[config.mk]
export PLATFORM = sky130hd
export DESIGN_NAME = vva_ctrl
export DESIGN_NICKNAME = d
export VERILOG_FILES = /design/src/sv/assert_macros.svh /design/src/sv/vva_pkg.sv /design/src/sv/vva_ctrl.sv
export SDC_FILE = /design/constraint.sdc
export NUM_CORES = 1
export LEC_CHECK = 0
export BUFFER_PORTS_ARGS = -buffer_cell sky130_fd_sc_hd__buf_2
export CAP_MARGIN = 20
export CORE_MARGIN = 1.5
export CORE_UTILIZATION = 42
export DETAILED_ROUTE_END_ITERATION = 7
export GPL_TIMING_DRIVEN = 0
export HOLD_SLACK_MARGIN = 0.1
export PLACE_DENSITY = 0.7
export SLEW_MARGIN = 20
export SYNTH_ARGS = -nofsm -noshare
export SYNTH_HDL_FRONTEND = slang
export SYNTH_SLANG_ARGS = --single-unit
[constraint.sdc]
create_clock -name clk -period 2.3 [get_ports clk]
set_input_delay 0.575 -clock clk [delete_from_list [all_inputs] [get_ports clk]]
set_output_delay 0.575 -clock clk [all_outputs]
set_load 0.01 [all_outputs]
[src/sv/assert_macros.svh]
// Assertion helpers used by the top-level RTL file.
// Each macro names the check, states a property on clk and reports by $error.
`ifndef ASSERT_MACROS_SVH
`define ASSERT_MACROS_SVH

// Implication checked in the same cycle.
`define ASSERT_SAME(lbl, ante, cons) \
  lbl: assert property (@(posedge clk) disable iff (rst) (ante) |-> (cons)) \
    else $error("assertion failed");

// Implication checked in the next cycle.
`define ASSERT_NEXT(lbl, ante, cons) \
  lbl: assert property (@(posedge clk) disable iff (rst) (ante) |=> (cons)) \
    else $error("assertion failed");

`endif

[src/sv/vva_pkg.sv]
`timescale 1ns / 1ps
// ----------------------------------------------------------------------------
// vva_pkg
// Shared types, constants and helpers of the Verlet atom update engine.
// ----------------------------------------------------------------------------
package vva_pkg;

  localparam int MAX_ATOMS   = 1024;
  localparam int ATOM_IDX_W  = $clog2(MAX_ATOMS);
  localparam int IDX_W       = 10;
  localparam int OP_W        = 3;
  localparam int CFG_ADDR_W  = 3;
  localparam int IN_TDATA_W  = 240;
  localparam int OUT_TDATA_W = 272;
  localparam int MOD_STEPS   = 47;
  localparam int MOD_CNT_W   = $clog2(MOD_STEPS);

  // Operation codes of the input request.
  localparam logic [OP_W-1:0] OP_LOAD     = 3'd0;
  localparam logic [OP_W-1:0] OP_HALF     = 3'd1;
  localparam logic [OP_W-1:0] OP_DRIFT    = 3'd2;
  localparam logic [OP_W-1:0] OP_KDT      = 3'd3;
  localparam logic [OP_W-1:0] OP_SNAPSHOT = 3'd4;
  localparam logic [OP_W-1:0] OP_NONE     = 3'd5;

  // Configuration register indexes.
  localparam logic [CFG_ADDR_W-1:0] CFG_TIME_STEP = 3'd0;
  localparam logic [CFG_ADDR_W-1:0] CFG_BOX_X     = 3'd1;
  localparam logic [CFG_ADDR_W-1:0] CFG_BOX_Y     = 3'd2;
  localparam logic [CFG_ADDR_W-1:0] CFG_BOX_Z     = 3'd3;
  localparam logic [CFG_ADDR_W-1:0] CFG_THRESHOLD = 3'd4;

  // Controller states; the datapath takes the same code as its command.
  typedef enum logic [3:0] {
    ST_IDLE, ST_READ, ST_LATCH, ST_KICK_MUL, ST_KICK_SCALE, ST_KICK_ADD,
    ST_DRIFT_MUL, ST_DRIFT_SUM, ST_MOD_STEP, ST_MOD_FIX, ST_TRACK_MUL,
    ST_TRACK_ACC, ST_COMMIT, ST_EMIT
  } state_t;

  typedef struct packed {
    state_t      op;
    logic [1:0]  axis;
  } dp_cmd_t;

  typedef struct packed {
    logic [OP_W-1:0] opcode;
    logic            box_zero;
    logic            mod_done;
    logic            out_free;
  } dp_status_t;

  // Clamp a signed value to the signed 32-bit range.
  function automatic logic signed [31:0] sat32(input logic signed [47:0] x);
    logic signed [31:0] r;
    if (x > 48'sh0000_7FFF_FFFF) begin
      r = 32'sh7FFF_FFFF;
    end else if (x < -48'sh0000_8000_0000) begin
      r = 32'sh8000_0000;
    end else begin
      r = x[31:0];
    end
    return r;
  endfunction

endpackage

[src/sv/vva_ctrl.sv]
`timescale 1ns / 1ps
// ----------------------------------------------------------------------------
// vva_ctrl
// Sequencer that walks one request through its per-axis phases.
// ----------------------------------------------------------------------------
module vva_ctrl (
  input  logic                clk,
  input  logic                rst,
  input  logic                s_tvalid,
  output logic                s_tready,
  input  vva_pkg::dp_status_t status,
  output vva_pkg::dp_cmd_t    cmd
);
  import vva_pkg::*;

  state_t     state, state_next;
  logic [1:0] axis, axis_next;

  // State and axis registers.
  always_ff @(posedge clk) begin
    if (rst) begin
      state <= ST_IDLE;
      axis  <= 2'd0;
    end else begin
      state <= state_next;
      axis  <= axis_next;
    end
  end

  // First phase of an axis for the current opcode.
  function automatic state_t first_phase(input logic [OP_W-1:0] op);
    state_t s;
    if (op == OP_DRIFT) begin
      s = ST_DRIFT_MUL;
    end else begin
      s = ST_KICK_MUL;
    end
    return s;
  endfunction

  // Next state and command.
  always_comb begin
    state_next = state;
    axis_next  = axis;
    s_tready   = 1'b0;
    cmd.op     = state;
    cmd.axis   = axis;
    unique case (state)
      ST_IDLE: begin
        s_tready = 1'b1;
        if (s_tvalid) begin
          state_next = ST_READ;
          axis_next  = 2'd0;
        end
      end
      ST_READ: begin
        state_next = ST_LATCH;
      end
      ST_LATCH: begin
        if (status.opcode == OP_HALF || status.opcode == OP_DRIFT ||
            status.opcode == OP_KDT) begin
          state_next = first_phase(status.opcode);
        end else begin
          state_next = ST_COMMIT;
        end
      end
      ST_KICK_MUL:   state_next = ST_KICK_SCALE;
      ST_KICK_SCALE: state_next = ST_KICK_ADD;
      ST_KICK_ADD: begin
        state_next = (status.opcode == OP_KDT) ? ST_DRIFT_MUL : ST_TRACK_ACC;
        if (status.opcode != OP_KDT) begin
          // Half kick alone: the axis is done.
          if (axis == 2'd2) begin
            state_next = ST_COMMIT;
          end else begin
            axis_next  = axis + 2'd1;
            state_next = first_phase(status.opcode);
          end
        end
      end
      ST_DRIFT_MUL: state_next = ST_DRIFT_SUM;
      ST_DRIFT_SUM, ST_MOD_FIX: begin
        if (state == ST_DRIFT_SUM && !status.box_zero) begin
          state_next = ST_MOD_STEP;
        end else if (status.opcode == OP_KDT) begin
          state_next = ST_TRACK_MUL;
        end else if (axis == 2'd2) begin
          state_next = ST_COMMIT;
        end else begin
          axis_next  = axis + 2'd1;
          state_next = first_phase(status.opcode);
        end
      end
      ST_MOD_STEP: begin
        if (status.mod_done) begin
          state_next = ST_MOD_FIX;
        end
      end
      ST_TRACK_MUL: state_next = ST_TRACK_ACC;
      ST_TRACK_ACC: begin
        if (axis == 2'd2) begin
          state_next = ST_COMMIT;
        end else begin
          axis_next  = axis + 2'd1;
          state_next = first_phase(status.opcode);
        end
      end
      ST_COMMIT: state_next = ST_EMIT;
      ST_EMIT: begin
        // Hold the result until the output register is free.
        if (status.out_free) begin
          state_next = ST_IDLE;
        end
      end
      default: state_next = ST_IDLE;
    endcase
  end

endmodule

* Word level (Yosys, flattened, before mapping)
Index checks and enable logic that the tools add are counted.
Storage, ports and cells: register bits after elaboration 6
Cells by class: add/subtract/negate cells 1, eq/ne operators 24, muxes and demuxes 18, reduce and logical (&&, ||, !) cells 9
Operators by type and width (number):
- $pmux W4 S13 | 1
- $mux W4 | 9
- $eq A4 B4 Y1 const B | 6
- $eq A4 B3 Y1 const B | 4
- $ne A2 B2 Y1 const B | 6
- $mux W2 | 5
- $eq A4 B2 Y1 const B | 2
- $pmux W2 S4 | 1
- $eq A3 B2 Y1 const B | 2
- $reduce_and A5 Y1 | 1
- $eq A4 B1 Y1 const B | 1
- $logic_not A4 Y1 | 1
- $reduce_bool A4 Y1 | 1
- $eq A3 B1 Y1 const B | 1
- $mux W3 | 1
- $ne A3 B2 Y1 const B | 1
- $reduce_and A3 Y1 | 1
- $add A2 B1 Y2 const B | 1
- $eq A2 B2 Y1 const B | 1
- $logic_or A1 B1 Y1 | 2
- $reduce_or A2 Y1 | 1
- $logic_and A1 B1 Y1 | 1
- $logic_not A1 Y1 | 1
- $mux W1 | 1

* Depth between registers and ports, before layout
depth in word-level cells 6, mapped depth 6

* Least setup slack after synthesis
OpenSTA, ideal clock, no wires.
kind reg-to-reg, from register axis[0], to register axis[0], arrival 1.515 ns, required time 2.179 ns, slack 0.663 ns, stages on the path, launching flop included 7, buffers on the path 0, cells stage by stage dfxtp_1 inv_1 ha_1 nand3b_1 a21oi_1 o221a_2 mux2_4
On the way: word-level cells in the longest chain between the ends 5
Ends and longest elaborated chain:
- start, declared | line vva_ctrl.sv:17 | logic [1:0] axis, axis_next;
- start signal, assigned | line vva_ctrl.sv:26 | axis <= axis_next;
- $add A2 B1 Y2 or $eq A2 B2 Y1 (tied branches)
- $mux W2 * | line vva_ctrl.sv:73, vva_ctrl.sv:87, vva_ctrl.sv:101
- $mux W2 | line vva_ctrl.sv:85 | end else if (status.opcode == OP_KDT) begin
- $mux W2 | line vva_ctrl.sv:83 | if (state == ST_DRIFT_SUM && !status.box_zero) begin
- $pmux W2 S4 * | line vva_ctrl.sv:48 | unique case (state)
Mark *: on every way between the ends. The rest lies on a longest branch, timed or not. The select of a mux whose other input is x is not followed. A chain may end at the register's enable or synchronous reset.

* Final worst setup path
from register state[0], to output port s_tready
On the way: word-level cells in the longest chain between the ends 2
Ends and longest elaborated chain:
- start, declared | line vva_ctrl.sv:16 | state_t state, state_next;
- start signal, assigned | line vva_ctrl.sv:25 | state <= state_next;
- $logic_not A4 Y1 | line vva_ctrl.sv:48
- $mux W1 | line vva_ctrl.sv:48
- end, declared | line vva_ctrl.sv:10 | output logic s_tready,
No other way between the ends.

==> results.txt <==
The net count after synthesis was 104. For the total number of clock tree sinks, the log shows 6. The first global-routing pass estimated 3230 um of wire. Synthesis instantiated 43 different standard cells from the library.

In this run the static leakage power is 0.000343 uW. The setup path with the least slack is of type flip-flop to output pin. The initial DRC count was 29.

For the HPWL after detailed placement, the log shows 1350 um. The count of antenna-violating nets left after detailed routing was 0. Of the cells placed in the final design, the portion with a size suffix greater than 1 is 24.5%. The register cell area after layout is 120 um2, and the share of synthesized cell area in and, or, nand and nor gates is 32.9%. The synthesized area was 707 um2; the max capacitance violation total was 0. The maximum buffer depth of the clock tree was 2; the power density over cell area was 981 nW/um2.

Subtracting the final worst setup slack from the clock period gives 1890 ps. In this run the count of I/O pins placed on the die edge is 16. The number of enable-type register cells in the synthesized netlist was 0; the synthesis-to-layout area growth was 15.9%.

The tools report the number of cells in the design after placement as 123. Number of global-route vias before repair: 762. The design draws 804 uW. The count of pins over their slew limit was 0; the routed via count divided by cell count was 6.42. Dividing the final minimum period by the clock period gives 82.4%. The placed cell area was 797 um2. For the total count of hold-check failures in the final report, the log shows 0.

The number of gates resized after cts was 0; the final setup skew was 1.73 ps. Summing the areas of all xor and xnor instances in the mapped netlist gives 0% of the synthesized area. Measured along the y axis, the die boundary spans 44.0 um. The die outline width is 44.0 um. After Yosys synthesis, full adders, half adders and majority gates account for 3.54% of the synthesized area.

For flop-to-flop paths, the worst setup slack is 590 ps. The reg-to-reg endpoint was axis[1]$_SDFFE_PP0P_. Fill cells in the final layout number 146. Summed over all layers, the routed wires come to 1810 um. The worst register-to-register path has a depth of 6. The proportion of register bits with asynchronous set or reset after synthesis was 0%. The transition time of the tightest slew-check pin works out to 422 ps. The library cell used most frequently in the layout, excluding fill and tap cells, is buf_2. At the end of routability-driven placement, the weighted congestion stood at 0.868.

The final cell area excluding filler cells was 820 um2. The most critical setup path has its endpoint at s_tready. The run gives 11 as the largest net degree at the start of global routing. The logs give 126 for the number of cells in the finished layout apart from fillers and 4 for the first-pass iteration count of the detailed router. Data on the critical path is required at its endpoint by 1730 ps. In this run the post-CTS setup repair buffer count came out at 0. IR analysis of the VDD net gives a maximum drop of 0.471 mV.

Setup repair after global routing left no endpoint under its margin. The worst pin sits at a relative slew slack of 71.9%. The net count of the finished layout is 123. STA classifies the critical path endpoint as an output pin. Clock tree synthesis inserted a total of 3 buffers.

After floorplanning, the core was sized to cover 1540 um2. The part of the Yosys area used for sequential elements came out at 17.0%. The master cell of the clock root buffer was clkbuf_4. The sum of negative setup slack was 0 ps; the number of inserted diodes was 0. The initial antenna violation count was 0.

The source of the worst register-to-register timing path is axis[0]$_SDFFE_PP0P_. Along the worst path, the maximum fanout reaches 10. For this run, the number of Yosys warnings is 0. Setup violations remaining at the end of the flow were counted as 0.

The total DRC errors in the routed layout was 0. STA classifies the critical path startpoint as a flip-flop. The run gives 1940 um2 as the area enclosed by the die boundary. A synthesized cell averages 7.60 um2. The synthesized netlist devotes 32.9% of its cell area to compound gates. For this design, the CTS-stage hold fixing added 0 buffers. The clock slew seen by the registers of the worst setup and hold paths is 50 ps, and the maximum clock frequency is 0.528 GHz. The initial utilization of the core area, before any placement, comes to 45.9%.

In the synthesized netlist, mux cells make up 4.25% of the area. The worst hold path belongs to the class primary input to flip-flop. The flow ran to the end, and the final reports show no timing, DRC or antenna violations. The source of the critical timing path was state[0]$_SDFFE_PP0P_. After synthesis, the largest family of logic cells by area is compound AO/OA/AOI/OAI gates. At the worst endpoint, the arrival time is 1320 ps. The logs give 250 ps for the later-pin clock latency in the skew report and 14 for the standard-cell row count. In the layout the commonest cells are buf_2 (19), o21ai_0 (7), a21oi_1 (6), nor2_1 (6), dfxtp_1 (6). Global routing used 22.2% of the available tracks across all layers.

Summed over all layers, the global routing overflow is 0. The multi-input combinational cells in the finished layout cover a total of 520 um2. For this run, the leading register cell type out of synthesis is dfxtp_1. In this run, synthesis produced a sequential element count of 6.

The final routed wire length divided by cell count is 14.3 um, and the number of H-tree branching levels is 1. The routed layout has 809 vias. At the end of the flow the core is filled with cells to 53.2%. The number of port buffers is 14.

TritonCTS built the clock tree. The worst hold path depth is 4, and the synthesized instance count is 93.
routing by layer:
metal  part of all wire [%]  global-route usage [%]
met5                      0                       0
met4                    1.4                    9.09
met3                    8.3                    8.16
met2                     46                    32.9
met1                     44                    29.0
kinds of logic (layout without fill, tap and decap cells):
| kind of cell | count (synthesis) | after routing |
|---|---|---|
| AOI/OAI and AO/OA | 34 | 34 |
| DFF | 6 | 6 |
| adders and majority gates | 2 | 2 |
| and+or+nand+nor | 36 | 36 |
| buffers and inverters | 13 | 30 |
| muxes | 2 | 2 |
report_power, final:
part | switching, uW | total (uW) | internal [uW]
combinational | 299 | 539 | 240
sequential | 30.8 | 163 | 132
clock | 42.7 | 102 | 59.3
total | 372 | 804 | 431
cell type report:
class                   count  area share [%]
clock buffers               3            2.75
repair buffers             14            8.55
inverters                   5            2.29
flip-flops and latches      6            14.7
plain buffers               8            5.80
well taps                  16            2.44
multi-input cells          74            63.5
state kept, by name, indices dropped and copies added, names as in the netlist:
register / count
state: 4
axis: 2
worst min-delay path by stage:
stage	startpoint	end	slack (ps)
floorplan	axis[0]$_SDFFE_PP0P_	axis[0]$_SDFFE_PP0P_	690
global placement	axis[1]$_SDFFE_PP0P_	axis[1]$_SDFFE_PP0P_	650
detailed placement	axis[1]$_SDFFE_PP0P_	axis[1]$_SDFFE_PP0P_	660
CTS	status[0]	state[0]$_SDFFE_PP0P_	640
global route	status[0]	state[0]$_SDFFE_PP0P_	670
finish	status[0]	state[0]$_SDFFE_PP0P_	640
metrics by stage:
stage	hold WS (ps)	setup WS, ps
CTS	641	408
global route	669	285
finish	640	405
detailed placement	663	579
global placement	650	585
floorplan	687	663
critical path: stages, from the launching register on:
cell,delay [ps]
dfxtp_1,360
buf_2,210
nor4_1,300
buf_2,190
synth_stat cells (all sizes together), types with 4 or more instances:
library cell / count / area (um2)
and3b: 4 / 35.0
inv: 5 / 18.8
o21ai: 8 / 40.0
dfxtp: 6 / 120
nor2: 6 / 22.5
buf: 8 / 47.5
a21oi: 6 / 30.0
nor2b: 4 / 25.0
Power figures use the tool's default switching activity.
